File: src/hw/rtl/mbrr_pkg.sv
// ----------------------------------------------------------------------------
// mbrr_pkg
// Shared types and constants of the Modbus RTU response receiver.
// ----------------------------------------------------------------------------
`default_nettype none

package mbrr_pkg;

  // request kinds on the input channel
  localparam logic [1:0] REQ_BYTE = 2'd0;
  localparam logic [1:0] REQ_IDLE = 2'd1;
  localparam logic [1:0] REQ_SENT = 2'd2;

  // function codes and masks
  localparam logic [7:0] FUNC_READ_HOLD    = 8'h03;
  localparam logic [7:0] FUNC_WRITE_SINGLE = 8'h06;
  localparam logic [7:0] FUNC_EXC_MASK     = 8'h80;

  // modbus crc-16
  localparam logic [15:0] CRC_INIT = 16'hFFFF;
  localparam logic [15:0] CRC_POLY = 16'hA001;

  // frame layout
  localparam int MIN_FRAME     = 4;
  localparam int WR_SINGLE_LEN = 8;
  localparam int RD_HDR_LEN    = 5;
  localparam int ADDR_CODE     = 1;
  localparam int ADDR_COUNT    = 2;
  localparam int ADDR_DATA     = 3;

  typedef struct packed {
    logic [1:0] req_type;
    logic [7:0] rx_byte;
  } in_item_t;

  typedef struct packed {
    logic        is_register;
    logic [2:0]  reg_index;
    logic [15:0] reg_value;
    logic        frame_error;
    logic        ready_flag;
    logic        last;
  } out_item_t;

  typedef enum logic [2:0] {
    ST_IDLE,
    ST_CODE,
    ST_FUNC,
    ST_COUNT,
    ST_HI,
    ST_LO,
    ST_EMIT,
    ST_STATUS
  } state_t;

endpackage

`default_nettype wire

File: src/hw/rtl/mbrr_crc_serial.sv
// ----------------------------------------------------------------------------
// mbrr_crc_serial
// Bit-serial Modbus CRC-16 accumulator, one bit of a byte per cycle.
// ----------------------------------------------------------------------------
`default_nettype none

module mbrr_crc_serial
  import mbrr_pkg::*;
(
  input  wire logic        clk,
  input  wire logic        rst_n,
  input  wire logic        start,
  input  wire logic        clear,
  input  wire logic [7:0]  byte_in,
  output logic             busy,
  output logic [15:0]      crc
);

  logic [15:0] crc_r, crc_nxt;
  logic [7:0]  sh_r, sh_nxt;
  logic [2:0]  bit_cnt_r, bit_cnt_nxt;
  logic        busy_r, busy_nxt;
  logic        fb;

  // one lfsr step per cycle, byte bits taken lsb first
  always_comb begin
    crc_nxt     = crc_r;
    sh_nxt      = sh_r;
    bit_cnt_nxt = bit_cnt_r;
    busy_nxt    = busy_r;
    fb          = crc_r[0] ^ sh_r[0];
    if (clear) begin
      crc_nxt = CRC_INIT;
    end else if (start) begin
      sh_nxt      = byte_in;
      bit_cnt_nxt = '0;
      busy_nxt    = 1'b1;
    end else if (busy_r) begin
      crc_nxt     = (crc_r >> 1) ^ (fb ? CRC_POLY : 16'h0000);
      sh_nxt      = sh_r >> 1;
      bit_cnt_nxt = bit_cnt_r + 3'd1;
      if (bit_cnt_r == 3'd7) begin
        busy_nxt = 1'b0;
      end
    end
  end

  always_ff @(posedge clk) begin
    if (!rst_n) begin
      crc_r     <= CRC_INIT;
      busy_r    <= 1'b0;
      bit_cnt_r <= '0;
    end else begin
      crc_r     <= crc_nxt;
      busy_r    <= busy_nxt;
      bit_cnt_r <= bit_cnt_nxt;
    end
  end

  // data shift register
  always_ff @(posedge clk) begin
    sh_r <= sh_nxt;
  end

  assign busy = busy_r;
  assign crc  = crc_r;

  busy_runs_eight: assert property (@(posedge clk) disable iff (!rst_n)
    start && !clear |=> busy ##7 busy ##1 !busy)
    else $error("crc unit did not run eight bit steps");

  clear_restores_init: assert property (@(posedge clk) disable iff (!rst_n)
    clear |=> crc == CRC_INIT)
    else $error("crc not restored after clear");

  idle_holds_crc: assert property (@(posedge clk) disable iff (!rst_n)
    !busy && !start && !clear |=> $stable(crc))
    else $error("crc changed while idle");

endmodule

`default_nettype wire

File: src/hw/rtl/modbus_rtu_response_receiver_unit.sv
// ----------------------------------------------------------------------------
// modbus_rtu_response_receiver_unit
// Master-side Modbus RTU response receiver with frame checks.
// ----------------------------------------------------------------------------
// A received byte is accepted and handed to the bit-serial CRC unit, which
// steps one bit per cycle while further requests stall. An end-of-frame request
// goes straight to the status result when the length or CRC check fails; else
// the frame store, with its single read port, is read in turn for the code byte,
// the count byte, then the high and low data bytes of each emitted register. A
// request-sent event goes straight to the status result. Output stalls hold the
// emit and status states. The output register lets a request be accepted while a
// result still waits. No clearing pass is needed after reset.
`default_nettype none

module modbus_rtu_response_receiver_unit
  import mbrr_pkg::*;
#(
  parameter int NUM_REGS  = 8,
  parameter int MAX_FRAME = 256
) (
  input  wire logic clk,
  input  wire logic rst_n,
  input  wire logic in_valid,
  output logic      in_stall,
  input  in_item_t  in_data,
  output logic      out_valid,
  input  wire logic out_stall,
  output out_item_t out_data
);

  localparam int STORE_DEPTH = ADDR_DATA + 2 * NUM_REGS;
  localparam int AW = $clog2(STORE_DEPTH);
  localparam int CW = $clog2(MAX_FRAME + 2);
  localparam int IW = $clog2(NUM_REGS + 1);

  state_t            state_r, state_nxt;
  logic [CW-1:0]     cnt_r, cnt_nxt;
  logic [IW-1:0]     idx_r, idx_nxt;
  logic [IW-1:0]     nr_r, nr_nxt;
  logic [7:0]        hi_r, hi_nxt;
  logic              error_r, error_nxt;
  logic              ready_r, ready_nxt;
  logic              frame_end_r, frame_end_nxt;
  logic              out_valid_r;
  out_item_t         out_data_r;
  logic              out_load;
  out_item_t         out_load_data;
  logic              out_free;
  logic              in_accept;
  logic              crc_start, crc_clear, crc_busy;
  logic [15:0]       crc_val;
  logic [7:0]        store_mem [STORE_DEPTH];
  logic [AW-1:0]     rd_addr;
  logic [7:0]        rd_data_r;
  logic              wr_en;
  logic [AW-1:0]     data_addr;
  logic [6:0]        nr_field;

  assign in_accept = in_valid && !in_stall;
  assign out_free  = !out_valid_r || !out_stall;
  assign wr_en     = in_accept && (in_data.req_type == REQ_BYTE) &&
                     (int'(cnt_r) < STORE_DEPTH);
  assign data_addr = AW'({idx_r, 1'b0}) + AW'(ADDR_DATA);
  assign nr_field  = rd_data_r[7:1];

  // crc unit
  mbrr_crc_serial u_crc (
    .clk     (clk),
    .rst_n   (rst_n),
    .start   (crc_start),
    .clear   (crc_clear),
    .byte_in (in_data.rx_byte),
    .busy    (crc_busy),
    .crc     (crc_val)
  );

  // frame store, one write and one registered read port
  always_ff @(posedge clk) begin
    if (wr_en) begin
      store_mem[AW'(cnt_r)] <= in_data.rx_byte;
    end
    rd_data_r <= store_mem[rd_addr];
  end

  // sequencer
  always_comb begin
    state_nxt     = state_r;
    cnt_nxt       = cnt_r;
    idx_nxt       = idx_r;
    nr_nxt        = nr_r;
    hi_nxt        = hi_r;
    error_nxt     = error_r;
    ready_nxt     = ready_r;
    frame_end_nxt = frame_end_r;
    in_stall      = (state_r != ST_IDLE) || crc_busy;
    rd_addr       = AW'(ADDR_CODE);
    crc_start     = 1'b0;
    crc_clear     = 1'b0;
    out_load      = 1'b0;
    out_load_data = '0;
    unique case (state_r)
      ST_IDLE: begin
        if (in_accept) begin
          unique case (in_data.req_type)
            REQ_BYTE: begin
              crc_start = 1'b1;
              if (int'(cnt_r) < MAX_FRAME + 1) begin
                cnt_nxt = cnt_r + CW'(1);
              end
            end
            REQ_IDLE: begin
              frame_end_nxt = 1'b1;
              if (int'(cnt_r) < MIN_FRAME || int'(cnt_r) > MAX_FRAME ||
                  crc_val != 16'h0000) begin
                error_nxt = 1'b1;
                ready_nxt = 1'b1;
                state_nxt = ST_STATUS;
              end else begin
                state_nxt = ST_CODE;
              end
            end
            REQ_SENT: begin
              frame_end_nxt = 1'b0;
              ready_nxt     = 1'b0;
              state_nxt     = ST_STATUS;
            end
            default: begin
            end
          endcase
        end
      end
      ST_CODE: begin
        rd_addr   = AW'(ADDR_CODE);
        state_nxt = ST_FUNC;
      end
      ST_FUNC: begin
        // function code is on the read port
        rd_addr = AW'(ADDR_COUNT);
        if ((rd_data_r & FUNC_EXC_MASK) != 8'h00) begin
          error_nxt = 1'b1;
          ready_nxt = 1'b1;
          state_nxt = ST_STATUS;
        end else begin
          error_nxt = 1'b0;
          priority if (rd_data_r == FUNC_READ_HOLD) begin
            state_nxt = ST_COUNT;
          end else if (rd_data_r == FUNC_WRITE_SINGLE) begin
            if (int'(cnt_r) != WR_SINGLE_LEN) begin
              error_nxt = 1'b1;
            end
            ready_nxt = 1'b1;
            state_nxt = ST_STATUS;
          end else begin
            state_nxt = ST_STATUS;
          end
        end
      end
      ST_COUNT: begin
        // byte count field is on the read port
        rd_addr = AW'(ADDR_DATA);
        idx_nxt = '0;
        if (int'(nr_field) > NUM_REGS ||
            int'(cnt_r) != RD_HDR_LEN + int'(rd_data_r)) begin
          error_nxt = 1'b1;
          ready_nxt = 1'b1;
          state_nxt = ST_STATUS;
        end else if (nr_field == 7'd0) begin
          ready_nxt = 1'b1;
          state_nxt = ST_STATUS;
        end else begin
          nr_nxt    = IW'(nr_field);
          state_nxt = ST_HI;
        end
      end
      ST_HI: begin
        rd_addr   = data_addr;
        state_nxt = ST_LO;
      end
      ST_LO: begin
        rd_addr   = data_addr + AW'(1);
        hi_nxt    = rd_data_r;
        state_nxt = ST_EMIT;
      end
      ST_EMIT: begin
        rd_addr = data_addr + AW'(1);
        if (out_free) begin
          out_load                  = 1'b1;
          out_load_data.is_register = 1'b1;
          out_load_data.reg_index   = 3'(idx_r);
          out_load_data.reg_value   = {hi_r, rd_data_r};
          out_load_data.ready_flag  = 1'b1;
          idx_nxt                   = idx_r + IW'(1);
          if (idx_r + IW'(1) == nr_r) begin
            ready_nxt = 1'b1;
            state_nxt = ST_STATUS;
          end else begin
            state_nxt = ST_HI;
          end
        end
      end
      ST_STATUS: begin
        if (out_free) begin
          out_load                  = 1'b1;
          out_load_data.frame_error = error_r;
          out_load_data.ready_flag  = ready_r;
          out_load_data.last        = 1'b1;
          state_nxt                 = ST_IDLE;
          if (frame_end_r) begin
            crc_clear = 1'b1;
            cnt_nxt   = '0;
          end
        end
      end
      default: begin
        state_nxt = ST_IDLE;
      end
    endcase
  end

  // control registers
  always_ff @(posedge clk) begin
    if (!rst_n) begin
      state_r     <= ST_IDLE;
      cnt_r       <= '0;
      error_r     <= 1'b0;
      ready_r     <= 1'b1;
      frame_end_r <= 1'b0;
      out_valid_r <= 1'b0;
    end else begin
      state_r     <= state_nxt;
      cnt_r       <= cnt_nxt;
      error_r     <= error_nxt;
      ready_r     <= ready_nxt;
      frame_end_r <= frame_end_nxt;
      if (out_load) begin
        out_valid_r <= 1'b1;
      end else if (!out_stall) begin
        out_valid_r <= 1'b0;
      end
    end
  end

  // payload registers
  always_ff @(posedge clk) begin
    idx_r <= idx_nxt;
    nr_r  <= nr_nxt;
    hi_r  <= hi_nxt;
    if (out_load) begin
      out_data_r <= out_load_data;
    end
  end

  assign out_valid = out_valid_r;
  assign out_data  = out_data_r;

  byte_starts_crc: assert property (@(posedge clk) disable iff (!rst_n)
    in_accept && in_data.req_type == REQ_BYTE |=> in_stall && crc_busy)
    else $error("byte request did not start the crc unit");

  status_is_last: assert property (@(posedge clk) disable iff (!rst_n)
    out_valid && !out_data.is_register |-> out_data.last)
    else $error("status result without last mark");

  register_result_clean: assert property (@(posedge clk) disable iff (!rst_n)
    out_valid && out_data.is_register |->
      !out_data.frame_error && out_data.ready_flag && !out_data.last)
    else $error("register result with bad flags");

  count_bounded: assert property (@(posedge clk) disable iff (!rst_n)
    int'(cnt_r) <= MAX_FRAME + 1)
    else $error("byte count beyond saturation");

  no_load_over_waiting: assert property (@(posedge clk) disable iff (!rst_n)
    out_valid_r && out_stall |-> !out_load)
    else $error("result overwritten while stalled");

endmodule

`default_nettype wire

File: config.mk
export PLATFORM = sky130hd
export DESIGN_NAME = modbus_rtu_response_receiver_unit
export DESIGN_NICKNAME = d
export VERILOG_FILES = /design/src/hw/rtl/mbrr_pkg.sv /design/src/hw/rtl/mbrr_crc_serial.sv /design/src/hw/rtl/modbus_rtu_response_receiver_unit.sv
export SDC_FILE = /design/constraint.sdc
export NUM_CORES = 1
export LEC_CHECK = 0
export ABC_AREA = 1
export BUFFER_PORTS_ARGS = -buffer_cell sky130_fd_sc_hd__buf_2
export CAP_MARGIN = 10
export CORE_ASPECT_RATIO = 2
export CORE_MARGIN = 3
export CORE_UTILIZATION = 60
export DETAILED_ROUTE_END_ITERATION = 12
export PLACE_DENSITY_LB_ADDON = 0.08
export SYNTH_ARGS = -nofsm -noshare
export SYNTH_HDL_FRONTEND = slang
export SYNTH_HIERARCHICAL = 1
export SYNTH_SLANG_ARGS = --single-unit
File: constraint.sdc
create_clock -name clk -period 6.04 [get_ports clk]
set_clock_uncertainty 0.2 [all_clocks]
set_input_delay 0.604 -clock clk [delete_from_list [all_inputs] [get_ports clk]]
set_output_delay 0.604 -clock clk [all_outputs]
set_load 0.05 [all_outputs]
==> flow_summary.ini <==
[outcome]
status = complete, no violations

[worst_setup_path]
cp_top_family = simple AND/OR/NAND/NOR gates
path_cells = inv_2, nand2_1, inv_2, a31oi_1, nand2_2, inv_2, nand2_1, nand3_1, nand3_1, nand2_1, nand2_1, nand2_1
required_ns = 6.30
crit_slowest_cell = inv_2
timing.rr.start = state_r[2]
cp-startpoint = state_r[2]
cp_max_fo = 48
worstPathArrival_ns = 3.45
crit_type = register to register
crit_top_cell = nand2_1
path_buf_inv = 3
start_kind = register
end_kind = register
cpPeakStageDelay_ns = 0.80

[logic_synthesis]
syn_nets = 1151
synthMostInstantiatedCell = nand2_1
yosysTopAreaCellShare = 0.543
yosysTopAreaCell = edfxtp_1
syn_avg_cell_area_sq_um = 9.78
ys_ff_latch = 243
ys_types = 42
synth_edf_count = 199
synth_flop_cell = edfxtp_1
ys_seq_area_frac = 0.623
ys_top_cells_by_area = edfxtp_1 54%, nand2_1 14%, dfxtp_1 8.0%
syn_area_sq_um = 11000
synth_cells = 1124
yosysWarnings = 6
synthTopCellsByCount = 410 x nand2_1, 199 x edfxtp_1, 99 x nor2_1, 96 x nand3_1, 84 x inv_1
synthArstFlopShare = 0

[clock_tree]
ctsHoldBuffers = 0
insertion_delay_ns = 0.51
htree_levels = 1
cts_buffers = 22
tritoncts = done
cts_sinks = 243
cts_resized = 0
root_buffer = clkbuf_16
clk_pin_slew_ns = 0.07
cts.path.max_buffers = 3
post_cts_buffers = 0

[layout]
num_antenna_cells = 0
post-route-util = 0.672
multi_input_area_sq_um = 3510
seq_area_sq_um = 6860
fillCellCount = 1461
areaGrowthSynthToFinish_pct = 9.19
drive_gt1_frac = 0.115
finalNetCount = 1181

[timing]
hold_violations = 0
setup_tns_ns = 0
drv_slew = 0
fin_crit_sh = 0.529
fin_crit_ns = 3.20
max_freq_ghz = 0.313
worst_pin_slew_ns = 1.05
finalSetupViolCount = 0
max_slew_margin = 0.296
rsz0062_at_grt = false

[routing]
vias = 7745
drc = 0
routed_wl_um = 26500
routed_via_density = 5.60
wl_per_cell_um = 19.2
initialDrtViolationCount = 474
firstDrtPassIters = 5
ant_nets = 0

[die]
fp.dieW_um = 102
ios = 39
core_area_sq_um = 17900
row_count = 69
initial_utilization = 0.615
die_y_um = 197
die_area_sq_um = 20100

[place]
gp_congestion = 0.916
port_buffers = 38
dp_hpwl_um = 18700

[global_route]
grt.total_usage = 0.273
globalRouteOverflowTotal = 0
grt_max_degree = 89
grt_first_pass_wirelength_um = 41000
antenna_found_initial = 0
grt_pass1_vias = 7573

[power_and_ir_drop]
power_density_nw_per_um2 = 449
p_leak_nw = 4.92
vdd_drop_max_mv = 0.366

[hold_path]
worstHoldPathType = input port to register
hold_start = rst_n

[flow_run]
max-cap-violations = 0
==> flip-flops by register name (all words and copies together) (netlist names) <==
| signal | cells |
|---|---|
| store_mem | 152 |
| out_data | 23 |
| u_crc/crc | 16 |
| cnt_r | 9 |
| hi_r | 8 |
| rd_data_r | 8 |
| u_crc/sh_r | 8 |
| idx_r | 4 |
| nr_r | 4 |
| state_r | 3 |
| u_crc/bit_cnt_r | 3 |
| error_r | 1 |
| frame_end_r | 1 |
| out_valid | 1 |
| ready_r | 1 |
| u_crc/busy | 1 |
==> metal layers <==
metal  vias up  part of all wire  track usage
li1       3777                 -            -
met1      3634              0.32        0.271
met2       246              0.58        0.528
met3        88             0.042       0.0325
met4         0             0.061        0.146
met5         -                 0            0
==> worst paths after layout <==
path	end	slack [ns]	cells after the start
max	rd_data_r[4]	2.84	12
max reg2reg	rd_data_r[4]	2.84	12
min reg2reg	error_r	0.26	2
min	ready_r	0.21	2
==> worst register-to-register path, delay by kind of cell, from the launching register on <==
family,cells,cell delay (ns)
buffers and inverters,3,1.01
AND/OR/NAND/NOR,8,1.27
flip-flops,1,0.49
AO/OA/AOI/OAI,1,0.17
==> through the flow <==
| stage | cells | instance area, sq um | hold WS, ns | total power [mW] | setup WS, ns |
|---|---|---|---|---|---|
| 2_1_floorplan | 1124 | 11000 | 0.208 | 3.45 | 3.62 |
| 3_3_place_gp | 1343 | 11200 | 0.242 | 3.90 | 2.90 |
| 3_5_place_dp | 1343 | 11200 | 0.251 | 3.91 | 2.91 |
| 4_1_cts | 1382 | 12000 | 0.199 | 5.41 | 2.88 |
| 5_1_grt | 1382 | 12000 | 0.219 | 5.70 | 2.57 |
| 6_report | 1382 | 12000 | 0.212 | 5.40 | 2.84 |
==> logic make-up after synthesis <==
| family | Yosys count | synth area share |
|---|---|---|
| AND/OR/NAND/NOR | 660 | 0.257 |
| flip-flops | 243 | 0.623 |
| buffers and inverters | 133 | 0.0573 |
| AO/OA/AOI/OAI | 64 | 0.0383 |
| adder cells (fa/ha/maj) | 13 | 0.0148 |
| XOR/XNOR | 11 | 0.00876 |
==> area by class of cell <==
| class | count | area share |
|---|---|---|
| sequential | 243 | 0.571 |
| multi-input combinational | 748 | 0.293 |
| clock buffer | 27 | 0.0492 |
| inverter | 99 | 0.0320 |
| tap | 213 | 0.0222 |
| timing repair buffer | 40 | 0.0171 |
| clock inverter | 12 | 0.0160 |
==> placed cells by master, fill, tap and decap left out, types with 5 or more instances in the layout <==
| cell type | instances |
|---|---|
| clkbuf_16 | 23 |
| nand2_2 | 15 |
| nor3_1 | 8 |
| ha_1 | 13 |
| xor2_1 | 10 |
| inv_2 | 11 |
| inv_1 | 84 |
| o211ai_1 | 24 |
| a21oi_1 | 20 |
| nor2_1 | 98 |
| nand3_2 | 17 |
| buf_2 | 38 |
| nand3_1 | 96 |
| dfxtp_1 | 44 |
| bufinv_16 | 5 |
| o21ai_0 | 6 |
| edfxtp_1 | 199 |
| nand2_1 | 410 |
==> report_power, final <==
part / internal [mW] / switching [mW]
Sequential: 1.95 / 0.115
Combinational: 0.482 / 1.33
Clock: 0.912 / 0.601
Power figures use the tool's default switching activity.
